**src/hdl/multichannel_step_tone_generator_top_assert.svh**
```systemverilog
// Assertion macros shared by the step tone generator modules.
// Expects clk and rst_n in the scope of each use.
`ifndef MULTICHANNEL_STEP_TONE_GENERATOR_TOP_ASSERT_SVH
`define MULTICHANNEL_STEP_TONE_GENERATOR_TOP_ASSERT_SVH

// Same-cycle implication, disabled during reset.
`define MSTG_ASSERT_NOW(label, ante, cons, msg) \
    label: assert property (@(posedge clk) disable iff (!rst_n) (ante) |-> (cons)) \
        else $error(msg);

// Next-cycle implication, disabled during reset.
`define MSTG_ASSERT_NEXT(label, ante, cons, msg) \
    label: assert property (@(posedge clk) disable iff (!rst_n) (ante) |=> (cons)) \
        else $error(msg);

`endif

```
**src/hdl/mstg_pkg.sv**
```systemverilog
// Shared constants and control/status types for the step tone generator.
// No dependencies; used by the controller, the datapath and the top level.
package mstg_pkg;

    localparam int CHANNELS_DEF = 8;

    localparam int ACTION_W  = 2;
    localparam int CHAN_W    = 3;
    localparam int PERIOD_W  = 16;
    localparam int POS_W     = 8;
    localparam int LEVEL_W   = 8;

    localparam int IN_TDATA_W  = 24;
    localparam int OUT_TDATA_W = 24;

    localparam int CFG_ADDR_W = 3;
    localparam int CFG_DATA_W = 32;

    localparam logic [POS_W-1:0] MAX_POS_RESET = 8'd158;

    // Action codes
    localparam logic [ACTION_W-1:0] ACT_TICK  = 2'd0;
    localparam logic [ACTION_W-1:0] ACT_SET   = 2'd1;
    localparam logic [ACTION_W-1:0] ACT_RESET = 2'd2;

    // Register indexes
    localparam logic [0:0] REG_TURN_LIMIT = 1'b0;

    typedef struct packed {
        logic load;      // capture the input transaction
        logic apply;     // execute a set-period or reset command
        logic visit;     // update the channel under the walk pointer
        logic out_load;  // move the levels into the output register
    } mstg_cmd_t;

    typedef struct packed {
        logic in_tick;     // offered input is a tick
        logic last_visit;  // walk pointer sits on the last channel
        logic out_busy;    // output register holds an untaken result
    } mstg_status_t;

endpackage

```
**src/hdl/mstg_ctrl.sv**
```systemverilog
// Sequencer for the step tone generator: accepts transactions, walks the
// channels on a tick and hands the result to the output register. Uses mstg_pkg.
`include "multichannel_step_tone_generator_top_assert.svh"

module mstg_ctrl
(
    input  logic                  clk,
    input  logic                  rst_n,
    input  logic                  s_tvalid,
    output logic                  s_tready,
    input  mstg_pkg::mstg_status_t status,
    output mstg_pkg::mstg_cmd_t    cmd
);

    typedef enum logic [3:0] {
        ST_IDLE   = 4'b0001,
        ST_APPLY  = 4'b0010,
        ST_WALK   = 4'b0100,
        ST_FINISH = 4'b1000
    } state_t;

    state_t state_reg;
    state_t state_next;

    assign s_tready     = (state_reg == ST_IDLE);
    assign cmd.load     = s_tvalid && s_tready;
    assign cmd.apply    = (state_reg == ST_APPLY);
    assign cmd.visit    = (state_reg == ST_WALK);
    assign cmd.out_load = (state_reg == ST_FINISH) && !status.out_busy;

    always_comb
    begin
        state_next = state_reg;
        unique case (state_reg)
            ST_IDLE:
            begin
                if (cmd.load)
                begin
                    state_next = status.in_tick ? ST_WALK : ST_APPLY;
                end
            end
            ST_APPLY:
            begin
                state_next = ST_FINISH;
            end
            ST_WALK:
            begin
                if (status.last_visit)
                begin
                    state_next = ST_FINISH;
                end
            end
            ST_FINISH:
            begin
                // hold until the previous result has been taken
                if (!status.out_busy)
                begin
                    state_next = ST_IDLE;
                end
            end
            default:
            begin
                state_next = ST_IDLE;
            end
        endcase
    end

    always_ff @(posedge clk or negedge rst_n)
    begin
        if (!rst_n)
        begin
            state_reg <= ST_IDLE;
        end
        else
        begin
            state_reg <= state_next;
        end
    end

    `MSTG_ASSERT_NEXT(a_tick_starts_walk, cmd.load && status.in_tick, state_reg == ST_WALK, "tick did not start a channel walk")
    `MSTG_ASSERT_NEXT(a_walk_ends_in_finish, (state_reg == ST_WALK) && status.last_visit, state_reg == ST_FINISH, "walk overran the last channel")

endmodule

```
**src/hdl/mstg_datapath.sv**
```systemverilog
// Channel state, per-channel step logic and output register of the step
// tone generator. Driven by mstg_ctrl; uses mstg_pkg.
`include "multichannel_step_tone_generator_top_assert.svh"

module mstg_datapath
#(
    parameter int CHANNELS = mstg_pkg::CHANNELS_DEF,
    parameter int IDX_W    = (CHANNELS > 1) ? $clog2(CHANNELS) : 1
)
(
    input  logic                                clk,
    input  logic                                rst_n,
    input  mstg_pkg::mstg_cmd_t                 cmd,
    output mstg_pkg::mstg_status_t              status,
    input  logic [mstg_pkg::IN_TDATA_W-1:0]     s_tdata,
    input  logic [mstg_pkg::POS_W-1:0]          turn_limit,
    output logic                                m_tvalid,
    input  logic                                m_tready,
    output logic [mstg_pkg::OUT_TDATA_W-1:0]    m_tdata
);

    localparam int PW = mstg_pkg::PERIOD_W;
    localparam int QW = mstg_pkg::POS_W;
    localparam int LW = mstg_pkg::LEVEL_W;

    // captured transaction
    logic [mstg_pkg::ACTION_W-1:0] act_reg;
    logic [mstg_pkg::CHAN_W-1:0]   chan_reg;
    logic [PW-1:0]                 period_in_reg;

    // per-channel state
    logic [PW-1:0] period_reg [CHANNELS];
    logic [PW-1:0] count_reg  [CHANNELS];
    logic [QW-1:0] pos_reg    [CHANNELS];
    logic [CHANNELS-1:0] rev_reg;
    logic [CHANNELS-1:0] step_reg;

    logic [IDX_W-1:0] idx_reg;
    logic [LW-1:0]    stepped_reg;
    logic [LW-1:0]    stepped_next;

    logic                          m_tvalid_reg;
    logic [mstg_pkg::OUT_TDATA_W-1:0] m_tdata_reg;

    logic [PW-1:0] cur_period;
    logic [PW-1:0] cur_count;
    logic [QW-1:0] cur_pos;
    logic          cur_rev;
    logic [PW-1:0] count_inc;
    logic          active;
    logic          hit;
    logic          rev_new;
    logic [QW-1:0] pos_new;
    logic          chan_ok;
    logic [IDX_W-1:0] chan_idx;

    logic [LW-1:0] step_levels;
    logic [LW-1:0] dir_levels;

    assign status.in_tick    = (s_tdata[mstg_pkg::ACTION_W-1:0] == mstg_pkg::ACT_TICK);
    assign status.last_visit = (idx_reg == IDX_W'(CHANNELS - 1));
    assign status.out_busy   = m_tvalid_reg && !m_tready;

    assign cur_period = period_reg[idx_reg];
    assign cur_count  = count_reg[idx_reg];
    assign cur_pos    = pos_reg[idx_reg];
    assign cur_rev    = rev_reg[idx_reg];

    assign count_inc = cur_count + PW'(1);
    assign active    = (cur_period != '0);
    assign hit       = active && (count_inc >= cur_period);

    // reverse at or past the end stop, forward again at home
    always_comb
    begin
        priority if (cur_pos >= turn_limit)
        begin
            rev_new = 1'b1;
        end
        else if (cur_pos == '0)
        begin
            rev_new = 1'b0;
        end
        else
        begin
            rev_new = cur_rev;
        end
    end

    assign pos_new  = rev_new ? (cur_pos - QW'(1)) : (cur_pos + QW'(1));
    assign chan_ok  = (32'(chan_reg) < 32'(CHANNELS));
    assign chan_idx = IDX_W'(chan_reg);

    always_comb
    begin
        stepped_next = stepped_reg;
        for (int c = 0; c < LW; c++)
        begin
            if (cmd.visit && hit && (32'(idx_reg) == c))
            begin
                stepped_next[c] = 1'b1;
            end
        end
    end

    genvar g;
    generate
        for (g = 0; g < LW; g++)
        begin : g_levels
            if (g < CHANNELS)
            begin : g_used
                assign step_levels[g] = step_reg[g];
                assign dir_levels[g]  = rev_reg[g];
            end
            else
            begin : g_unused
                assign step_levels[g] = 1'b0;
                assign dir_levels[g]  = 1'b0;
            end
        end
    endgenerate

    // input capture and output data, payload only
    always_ff @(posedge clk)
    begin
        if (cmd.load)
        begin
            act_reg       <= s_tdata[1:0];
            chan_reg      <= s_tdata[4:2];
            period_in_reg <= s_tdata[20:5];
        end
        if (cmd.out_load)
        begin
            m_tdata_reg <= {stepped_reg, dir_levels, step_levels};
        end
    end

    always_ff @(posedge clk or negedge rst_n)
    begin
        if (!rst_n)
        begin
            for (int c = 0; c < CHANNELS; c++)
            begin
                period_reg[c] <= '0;
                count_reg[c]  <= '0;
                pos_reg[c]    <= '0;
            end
            rev_reg      <= '0;
            step_reg     <= '0;
            idx_reg      <= '0;
            stepped_reg  <= '0;
            m_tvalid_reg <= 1'b0;
        end
        else
        begin
            if (cmd.load)
            begin
                idx_reg     <= '0;
                stepped_reg <= '0;
            end
            else
            begin
                stepped_reg <= stepped_next;
            end

            if (cmd.visit)
            begin
                idx_reg <= idx_reg + IDX_W'(1);
                if (active)
                begin
                    count_reg[idx_reg] <= hit ? '0 : count_inc;
                end
                if (hit)
                begin
                    pos_reg[idx_reg]  <= pos_new;
                    rev_reg[idx_reg]  <= rev_new;
                    step_reg[idx_reg] <= ~step_reg[idx_reg];
                end
            end

            if (cmd.apply)
            begin
                if (act_reg == mstg_pkg::ACT_SET)
                begin
                    if (chan_ok)
                    begin
                        period_reg[chan_idx] <= period_in_reg;
                    end
                end
                else if (act_reg == mstg_pkg::ACT_RESET)
                begin
                    // tick counts survive a reset command
                    for (int c = 0; c < CHANNELS; c++)
                    begin
                        period_reg[c] <= '0;
                        pos_reg[c]    <= '0;
                    end
                    rev_reg  <= '0;
                    step_reg <= '0;
                end
            end

            if (cmd.out_load)
            begin
                m_tvalid_reg <= 1'b1;
            end
            else if (m_tvalid_reg && m_tready)
            begin
                m_tvalid_reg <= 1'b0;
            end
        end
    end

    assign m_tvalid = m_tvalid_reg;
    assign m_tdata  = m_tdata_reg;

    `MSTG_ASSERT_NOW(a_visit_in_range, cmd.visit, 32'(idx_reg) < 32'(CHANNELS), "walk pointer beyond last channel")
    `MSTG_ASSERT_NEXT(a_reset_clears_levels, cmd.out_load && (act_reg == mstg_pkg::ACT_RESET), (m_tdata_reg[7:0] == '0) && (m_tdata_reg[23:16] == '0), "reset command left step levels or steps set")

endmodule

```
**src/hdl/multichannel_step_tone_generator_top.sv**
```systemverilog
// Usage:
//   Slave stream (s_tvalid/s_tready/s_tdata) carries commands: tick, set a
//   channel's period, or reset all channels. Every accepted transaction
//   yields exactly one master-stream transaction (m_tvalid/m_tready/m_tdata)
//   with the step levels, direction levels and the mask of channels that
//   stepped on that command (nonzero only for ticks).
//   A tick walks the channels one per cycle through a single count/compare
//   unit; the finish state then moves the result into the output register
//   and the sequencer returns to idle, the only state in which a command is
//   taken, so a new command waits until the last one is through. Set and
//   reset commands pass through the apply and finish states instead.
//   The output register decouples the two sides: while a result waits,
//   the next command is still accepted and processed; its result is held
//   back in the finish state until the waiting one is taken.
//   The APB port holds the turn-around position at byte address 0 (reset
//   value 158); write it only while the block is idle.
//   rst_n clears all periods, counts, positions, directions and step levels
//   and empties the output register. There is no clearing pass.
// Depends on mstg_pkg, mstg_ctrl, mstg_datapath.
`include "multichannel_step_tone_generator_top_assert.svh"

module multichannel_step_tone_generator_top
#(
    parameter int CHANNELS = mstg_pkg::CHANNELS_DEF
)
(
    input  logic                                 clk,
    input  logic                                 rst_n,
    // APB configuration
    input  logic                                 psel,
    input  logic                                 penable,
    input  logic                                 pwrite,
    input  logic [mstg_pkg::CFG_ADDR_W-1:0]      paddr,
    input  logic [mstg_pkg::CFG_DATA_W-1:0]      pwdata,
    output logic [mstg_pkg::CFG_DATA_W-1:0]      prdata,
    output logic                                 pready,
    // command stream
    input  logic                                 s_tvalid,
    output logic                                 s_tready,
    input  logic [mstg_pkg::IN_TDATA_W-1:0]      s_tdata,  // action[1:0], channel[4:2], period[20:5], zero pad
    // result stream
    output logic                                 m_tvalid,
    input  logic                                 m_tready,
    output logic [mstg_pkg::OUT_TDATA_W-1:0]     m_tdata   // step_levels[7:0], direction_levels[15:8], stepped_mask[23:16]
);

    localparam int IDX_W = (CHANNELS > 1) ? $clog2(CHANNELS) : 1;

    logic [mstg_pkg::POS_W-1:0] turn_limit_reg;
    logic                       cfg_write;
    logic                       cfg_sel_max;

    mstg_pkg::mstg_cmd_t    cmd;
    mstg_pkg::mstg_status_t status;

    assign pready      = 1'b1;
    assign cfg_sel_max = (paddr[2] == mstg_pkg::REG_TURN_LIMIT);
    assign cfg_write   = psel && penable && pwrite && pready;

    always_comb
    begin
        prdata = '0;
        if (cfg_sel_max)
        begin
            prdata = mstg_pkg::CFG_DATA_W'(turn_limit_reg);
        end
    end

    always_ff @(posedge clk or negedge rst_n)
    begin
        if (!rst_n)
        begin
            turn_limit_reg <= mstg_pkg::MAX_POS_RESET;
        end
        else if (cfg_write && cfg_sel_max)
        begin
            turn_limit_reg <= pwdata[mstg_pkg::POS_W-1:0];
        end
    end

    mstg_ctrl u_ctrl
    (
        .clk      (clk),
        .rst_n    (rst_n),
        .s_tvalid (s_tvalid),
        .s_tready (s_tready),
        .status   (status),
        .cmd      (cmd)
    );

    mstg_datapath
    #(
        .CHANNELS (CHANNELS),
        .IDX_W    (IDX_W)
    )
    u_datapath
    (
        .clk          (clk),
        .rst_n        (rst_n),
        .cmd          (cmd),
        .status       (status),
        .s_tdata      (s_tdata),
        .turn_limit   (turn_limit_reg),
        .m_tvalid     (m_tvalid),
        .m_tready     (m_tready),
        .m_tdata      (m_tdata)
    );

    `MSTG_ASSERT_NOW(a_no_accept_while_busy, s_tvalid && s_tready, !cmd.visit && !cmd.apply, "command accepted while another is in progress")

endmodule
```
**config.mk**
```make
export PLATFORM = sky130hd
export DESIGN_NAME = multichannel_step_tone_generator_top
export DESIGN_NICKNAME = d
export VERILOG_FILES = /design/src/hdl/mstg_pkg.sv /design/src/hdl/mstg_ctrl.sv /design/src/hdl/mstg_datapath.sv /design/src/hdl/multichannel_step_tone_generator_top.sv
export VERILOG_INCLUDE_DIRS = /design/src /design/src/hdl
export SDC_FILE = /design/constraint.sdc
export NUM_CORES = 1
export LEC_CHECK = 0
export BUFFER_PORTS_ARGS = -buffer_cell sky130_fd_sc_hd__buf_2
export CAP_MARGIN = 20
export CELL_PAD_IN_SITES_DETAIL_PLACEMENT = 1
export CELL_PAD_IN_SITES_GLOBAL_PLACEMENT = 2
export CORE_UTILIZATION = 30
export CTS_CLUSTER_SIZE = 24
export DETAILED_ROUTE_END_ITERATION = 10
export HOLD_SLACK_MARGIN = 0.02
export PLACE_DENSITY_LB_ADDON = 0.1
export SLEW_MARGIN = 10
export SYNTH_ARGS = -nofsm -noshare
export SYNTH_HDL_FRONTEND = slang
export SYNTH_SLANG_ARGS = --single-unit
```
**constraint.sdc**
```tcl
create_clock -name clk -period 11.5 [get_ports clk]
set_input_delay 1.15 -clock clk [delete_from_list [all_inputs] [get_ports clk]]
set_output_delay 1.15 -clock clk [all_outputs]
set_load 0.02 [all_outputs]
```
==> metrics.txt, run 1 <==
Metal-1 WL around 28 mm; wire per inst 23.2 um; Port Buf Inserts 70; CTS Buf Count 50; post-synth top area cell dfrtp_1; final setup vio count 0; Pint approximately 0.0028 W; r2r startpoint u_datapath.idx_reg[2]$_DFFE_PN0P_; max_slew headroom 0.272; Worst Setup End Kind flop; Arr. time, crit path 7.08 ns; Leakage around 10 nW; pin count of the biggest net entering global routing approximately 110; Worst Min Path Start u_datapath.stepped_reg[7]$_DFFE_PN0P_; top sig layer met4; Post-Syn Area roughly 19,000 um2; diode count 0; area grow syn2layout 14.2%; clk buf depth 3; slowest stage delay, CP around 0.90 ns; combinational power share 0.227; Setup Slack @ Placement a little under 5 ns; peak supply drop ~0.16 mV; die footprint roughly 66,000 um2; fin. max-slew vios 0; Clock Sinks 405; initial antenna violation count 0; DP Wirelength 37.2 mm; htree depth 2; ys async rst share 0.889; Die Y approximately 260 um; DR vias 12,933; Worst EP required approximately 12 ns; all-layer global routing usage 0.186; synth warn 0; GP Congestion 0.735; predominant post-synthesis flop cell dfrtp_1; post-route setup TNS 0 ns; clk root buf clkbuf_16; Worst Hold Depth 0; drt total wl roughly 60 mm; EDFF count, synth 45; Clock transition at path regs about 0.060 ns; starting density of the core 0.305; Yosys cell types between 70 and 80; Tcrit/Tclk final 0.571; io pins 125; crit path cell chain buf_4 -> nor2b_1 -> a22oi_1 -> o22a_1 -> nor4b_4 -> nand3_1 -> nor3b_1 -> xor2_1 -> inv_1 -> ha_1 -> o21ai_0 -> nor3_1 -> a211o_1 -> and2_4 -> and4_1 -> mux2i_1; status finished, final reports clean; CTS tree done; Final Non-Filler Cells ~2,600; sw frac 0.328; Clock power frac 0.382; global-route wire length before repair slightly above 90 mm; final hold vios 0; Tmin final around 6.6 ns; Worst Clk Skew roughly 0.028 ns; Hold-fix buffers, CTS 0; fmax around 150 MHz; core box area about 63,000 um2; met3 wire len 1.60 mm; kind of critical path flop to flop; Layout Utilization 0.349; post-CTS setup buffers 0; Via density roughly 5.0; gr ovfl total 0; Post-Synthesis Cells 1,642; CP Launch Type flop; vias in the first global route 14,089; min-delay worst type flop to flop; PwrDens 188 nW/um2; routed wl met2 between 20 and 30 mm; layout net count ~1,800; ANT nets after route 0; Avg Inst Size Synth about 12 um2; FP Rows 92; RSZ-0062 raised after global routing false; most frequent cell after synthesis dfrtp_1; Register-to-Register Setup Slack 4.93 ns; DRT iter0 DRCs 618; Switch Pwr around 0.0014 W; worst r2r dst u_datapath.pos_reg[15]$_DFF_PN0_; Seq pwr share 0.391; PostCTS Resize Cnt 0; sequential area share after synthesis 0.535; Max FO, Critical Path 48; # DRC 0; Seq cells post-synth approximately 410; Least-Margin Pin Slew 1.09 ns; sink of the worst hold path u_datapath.m_tdata[23]$_DFFE_PP_; share of cells above drive strength 1 0.231; Skew-Pair Late Insertion Delay just over 0.6 ns; Synth area leaders dfrtp_1 (46%), mux2_2 (7.1%), edfxtp_1 (7.0%); die width 256 um; Initial DRT Pass Iterations 4; critical path's slowest cell and4_1; filler cell count ~6,800; Synth top cells by count dfrtp_1 (354), nand2_1 (269), o21ai_0 (178); MaxCap Viol Count 0; Worst Setup Slack, final roughly 4.9 ns; placed instance count 2,488; r2r worst-path depth 16; top-area cell type share of the netlist area 0.458
==> cell families (layout without fill, tap and decap cells) <==
logic type	count (synthesis)	after routing	synth area share
simple gates	439	439	0.105
flops	405	405	0.535
compound gates	300	300	0.0902
mux	292	292	0.195
buf+inv	145	218	0.0395
fa+ha+maj	40	40	0.0262
xor+xnor	19	19	0.00860
other cells	2	25	0.000388
==> area by class of cell <==
type / instances / area [um2] / area share
inverter: 29 / 109 / 0.00492
timing repair buffer: 95 / 574 / 0.0260
tap: 846 / 1060 / 0.0479
clock buffer: 75 / 1450 / 0.0654
sequential: 405 / 10400 / 0.469
multi-input combinational: 1115 / 8350 / 0.378
clock inverter: 19 / 195 / 0.00883
==> placed cells by master, fill, tap and decap left out, types with 10 or more instances in the layout <==
cell and instances:
mux2i_1 112, nor2_1 42, ha_1 39, conb_1 25, buf_4 21, a21oi_1 19, dfrtp_1 351, edfxtp_1 45
a221oi_1 13, xnor2_1 12, nor2_2 10, mux4_2 55, o21ai_1 21, nor2b_1 13, o21ai_0 178, nand3_1 11
nand2b_1 13, clkbuf_16 51, clkbuf_1 16, mux2_2 122, a21o_1 14, nand2_1 269, inv_1 27, and3_1 10
buf_2 69
==> worst max-delay path, delay by kind of cell, from the launching register on <==
| kind | cells | cell delay, ns |
|---|---|---|
| AO/OA/AOI/OAI | 4 | 0.70 |
| AND/OR/NAND/NOR | 7 | 2.92 |
| XOR/XNOR | 1 | 0.70 |
| buffers and inverters | 2 | 0.81 |
| multiplexers | 1 | 0.30 |
| flip-flops | 1 | 0.71 |
| adder cells (fa/ha/maj) | 1 | 0.34 |
==> power by group through the flow <==
stage	sequential, W	combinational [W]	clock (W)
final	0.00163	0.000944	0.00158
after global routing	0.00164	0.00104	0.00169
after CTS	0.00163	0.000970	0.00164
after detailed placement	0.00165	0.000967	0
after global placement	0.00165	0.000948	0
after floorplan	0.00162	0.000646	0
==> metal layers <==
metal  GRT usage  vias up
li1            -     5935
met1       0.252     6749
met2       0.312      169
met3      0.0237       80
met4      0.0531        0
met5           0        -
==> per-stage QoR <==
| step | cell area (um2) | hold slack [ns] | total power, W |
|---|---|---|---|
| global route | 22100 | 0.471 | 0.00438 |
| finish | 22100 | 0.455 | 0.00415 |
| floorplan | 19400 | 0.425 | 0.00227 |
| detailed placement | 20400 | 0.444 | 0.00262 |
| CTS | 22100 | 0.460 | 0.00423 |
| global placement | 20400 | 0.442 | 0.00260 |
==> worst max path at each step <==
stage	start	slack (ns)	to
finish	u_datapath.idx_reg[2]$_DFFE_PN0P_	4.93	u_datapath.pos_reg[15]$_DFF_PN0_
global route	u_datapath.idx_reg[1]$_DFFE_PN0P_	4.48	u_datapath.pos_reg[15]$_DFF_PN0_
CTS	u_datapath.idx_reg[2]$_DFFE_PN0P_	4.89	u_datapath.pos_reg[15]$_DFF_PN0_
detailed placement	u_datapath.idx_reg[2]$_DFFE_PN0P_	4.92	u_datapath.pos_reg[15]$_DFF_PN0_
global placement	u_datapath.idx_reg[1]$_DFFE_PN0P_	4.94	u_datapath.dir_levels[6]$_DFF_PN0_
floorplan	u_datapath.idx_reg[0]$_DFFE_PN0P_	6.70	u_datapath.count_reg[15]$_DFFE_PN0P_
(Power assumes the default switching activity.)
==> inputs of run 2 (changes only) <==
==> constraint.sdc (replaced) <==
create_clock -name clk -period 6.3 [get_ports clk]
set_input_delay 0.63 -clock clk [delete_from_list [all_inputs] [get_ports clk]]
set_output_delay 0.63 -clock clk [all_outputs]
set_load 0.02 [all_outputs]
==> metrics.txt, run 2 (synthesis gave the netlist of run 1 again) <==
status finished, final reports clean (unchanged); final setup vio count 0 (unchanged); vias in the first global route 14,220 (was 14,089); Arr. time, crit path 5.80 ns (was 7.08 ns); worst r2r dst u_datapath.pos_reg[32]$_DFF_PN0_ (was u_datapath.pos_reg[15]$_DFF_PN0_); Pint 0.00522 W (was 0.00279 W); r2r startpoint u_datapath.idx_reg[1]$_DFFE_PN0P_ (was u_datapath.idx_reg[2]$_DFFE_PN0P_); area grow syn2layout 15.5% (was 14.2%); DP Wirelength 37.4 mm (was 37.2 mm); diode count 0 (unchanged); max_slew headroom 0.321 (was 0.272); CP Depth 16 (unchanged); min-delay worst type input pin to async pin (was flop to flop); # DRC 0 (unchanged); CP Launch Type flop (unchanged); Top delay family on crit path simple AND/OR/NAND/NOR gates (unchanged); share of cells above drive strength 1 0.241 (was 0.231); global-route wire length before repair 92.4 mm (was 92.7 mm); Clock transition at path regs 0.06 ns (about the same); Clock Sinks 405 (unchanged); initial antenna violation count 0 (unchanged); all-layer global routing usage 0.185 (was 0.186); Max FO, Critical Path 28 (was 48); Worst setup startpoint u_datapath.idx_reg[1]$_DFFE_PN0P_ (was u_datapath.idx_reg[2]$_DFFE_PN0P_); CTS Buf Count 50 (unchanged); io pins 125 (unchanged); r2r worst-path depth 16 (unchanged); Initial DRT Pass Iterations 4 (unchanged); Switch Pwr 0.00250 W (was 0.00136 W); Worst Setup EP u_datapath.pos_reg[32]$_DFF_PN0_ (was u_datapath.pos_reg[15]$_DFF_PN0_); ANT nets after route 0 (unchanged); die footprint 65,600 um2 (unchanged); die width 256 um (unchanged); placed instance count 2,505 (was 2,488); Worst Path Buf+Inv 2 (unchanged); Worst EP required 6.82 ns (was 12.02 ns); peak supply drop 0.216 mV (was 0.161 mV); clk buf depth 3 (unchanged); Die Y 256 um (unchanged); slowest stage delay, CP 0.72 ns (was 0.90 ns); Tcrit/Tclk final 0.838 (was 0.571); PwrDens 345 nW/um2 (was 188 nW/um2); post-route setup TNS 0 ns (unchanged); DRT iter0 DRCs 595 (was 618); Port Buf Inserts 70 (unchanged); Seq pwr share 0.386 (was 0.391); fmax 189 MHz (was 152 MHz); fin. max-slew vios 0 (unchanged); Via density 4.99 (was 5.01); gr ovfl total 0 (unchanged); GP Congestion 0.751 (was 0.735); Final Non-Filler Cells 2,600 (was 2,584); Least-Margin Pin Slew 1.02 ns (was 1.09 ns); DR vias 12,974 (was 12,933); MaxCap Viol Count 0 (unchanged); most common cell after layout, fill and taps aside dfrtp_1 (unchanged); Reg area 10,400 um2 (unchanged); wire per inst 23.0 um (was 23.2 um); PostCTS Resize Cnt 0 (unchanged); critical path's slowest cell dfrtp_4 (was and4_1); fin area 22,400 um2 (was 22,100 um2); Hold-fix buffers, CTS 0 (unchanged); clk root buf clkbuf_16 (unchanged); post-CTS setup buffers 0 (unchanged); Register-to-Register Setup Slack 1.02 ns (was 4.93 ns); filler cell count 6,814 (was 6,834); final hold vios 0 (unchanged); commonest cells after routing, fill and taps aside dfrtp_1 (351), nand2_1 (269), o21ai_0 (178), mux2_2 (122), mux2i_1 (112) (unchanged); starting density of the core 0.305 (unchanged); htree depth 2 (unchanged); Tmin final 5.28 ns (was 6.57 ns); Multi-input gate area 8350 um2 (about the same); Post-DP Area 20,600 um2 (was 20,400 um2); CTS tree done (unchanged); pin count of the biggest net entering global routing 164 (was 113); crit path cell chain buf_4 -> and2_1 -> a221o_1 -> a211oi_1 -> nor4b_4 -> nand3_1 -> xor2_1 -> inv_1 -> ha_1 -> or4_1 -> a21oi_1 -> nor3_1 -> a211o_1 -> and3_1 -> nand2_2 -> mux2i_1 (was buf_4 -> nor2b_1 -> a22oi_1 -> o22a_1 -> nor4b_4 -> nand3_1 -> nor3b_1 -> xor2_1 -> inv_1 -> ha_1 -> o21ai_0 -> nor3_1 -> a211o_1 -> and2_4 -> and4_1 -> mux2i_1); PnR Total Power 0.00771 W (was 0.00415 W); layout net count 1,819 (was 1,802); Worst Setup End Kind flop (unchanged); Clock power frac 0.387 (was 0.382); kind of critical path flop to flop (unchanged); core box area 63,400 um2 (unchanged); drt total wl 59.7 mm (was 59.9 mm); Skew-Pair Late Insertion Delay 0.60 ns (was 0.61 ns); RSZ-0062 raised after global routing false (unchanged); Worst Clk Skew 0.0279 ns (was 0.0276 ns); FP Rows 92 (unchanged); Leakage 10.4 nW (was 10.2 nW); sw frac 0.324 (was 0.328); combinational power share 0.227 (about the same)
run 2: routing by layer:
| layer | share of wire | GRT usage |
|---|---|---|
| met3 | 0.026 | 0.0231 |
| met4 | 0.019 | 0.0481 |
| met2 | 0.49 | 0.312 |
| met1 | 0.47 | 0.251 |
| met5 | 0 | 0 |
run 2: cell type report:
cell class,count,share of cell area
clock buffer,77,0.0690
clock inverter,16,0.00789
inverter,29,0.00487
multi-input combinational,1115,0.373
sequential,405,0.464
tap,846,0.0473
timing repair buffer,112,0.0337
run 2: worst min-delay path by stage:
stage                                           from  cells past startpoint                                to  slack [ns]
6_report                                       rst_n                      1  u_datapath.pos_reg[33]$_DFF_PN0_        0.11
5_1_grt                                        rst_n                      1  u_datapath.pos_reg[17]$_DFF_PN0_        0.16
4_1_cts                                        rst_n                      1  u_datapath.pos_reg[33]$_DFF_PN0_        0.13
3_5_place_dp   u_datapath.stepped_reg[6]$_DFFE_PN0P_                      0  u_datapath.m_tdata[22]$_DFFE_PP_        0.43
3_3_place_gp   u_datapath.stepped_reg[5]$_DFFE_PN0P_                      0  u_datapath.m_tdata[21]$_DFFE_PP_        0.44
2_1_floorplan                                  rst_n                      0     turn_limit_reg[0]$_DFFE_PN0P_        0.33
run 2: power by group through the flow:
stage	clock, W	sequential [W]	combinational [W]
floorplan	0	0.00297	0.00118
global placement	0	0.00302	0.00176
detailed placement	0	0.00303	0.00180
CTS	0.00309	0.00298	0.00180
global route	0.00318	0.00300	0.00193
finish	0.00299	0.00298	0.00175
run 2: through the flow:
step	utilization	hold WS [ns]	setup slack, ns
after floorplan	-	0.334	1.50
after global placement	0.325	0.442	0.929
after detailed placement	0.325	0.433	0.938
after CTS	0.352	0.129	0.881
after global routing	0.353	0.165	0.568
final	0.353	0.111	1.02
run 2: worst reg2reg max path, stage by stage, from the launching register on:
cell and delay [ns]:
dfrtp_4 0.72, buf_4 0.32, and2_1 0.22, a221o_1 0.38, a211oi_1 0.64, nor4b_4 0.14, nand3_1 0.14, xor2_1 0.24
inv_1 0.08, ha_1 0.23, or4_1 0.48, a21oi_1 0.16, nor3_1 0.07, a211o_1 0.31, and3_1 0.31, nand2_2 0.49
mux2i_1 0.26
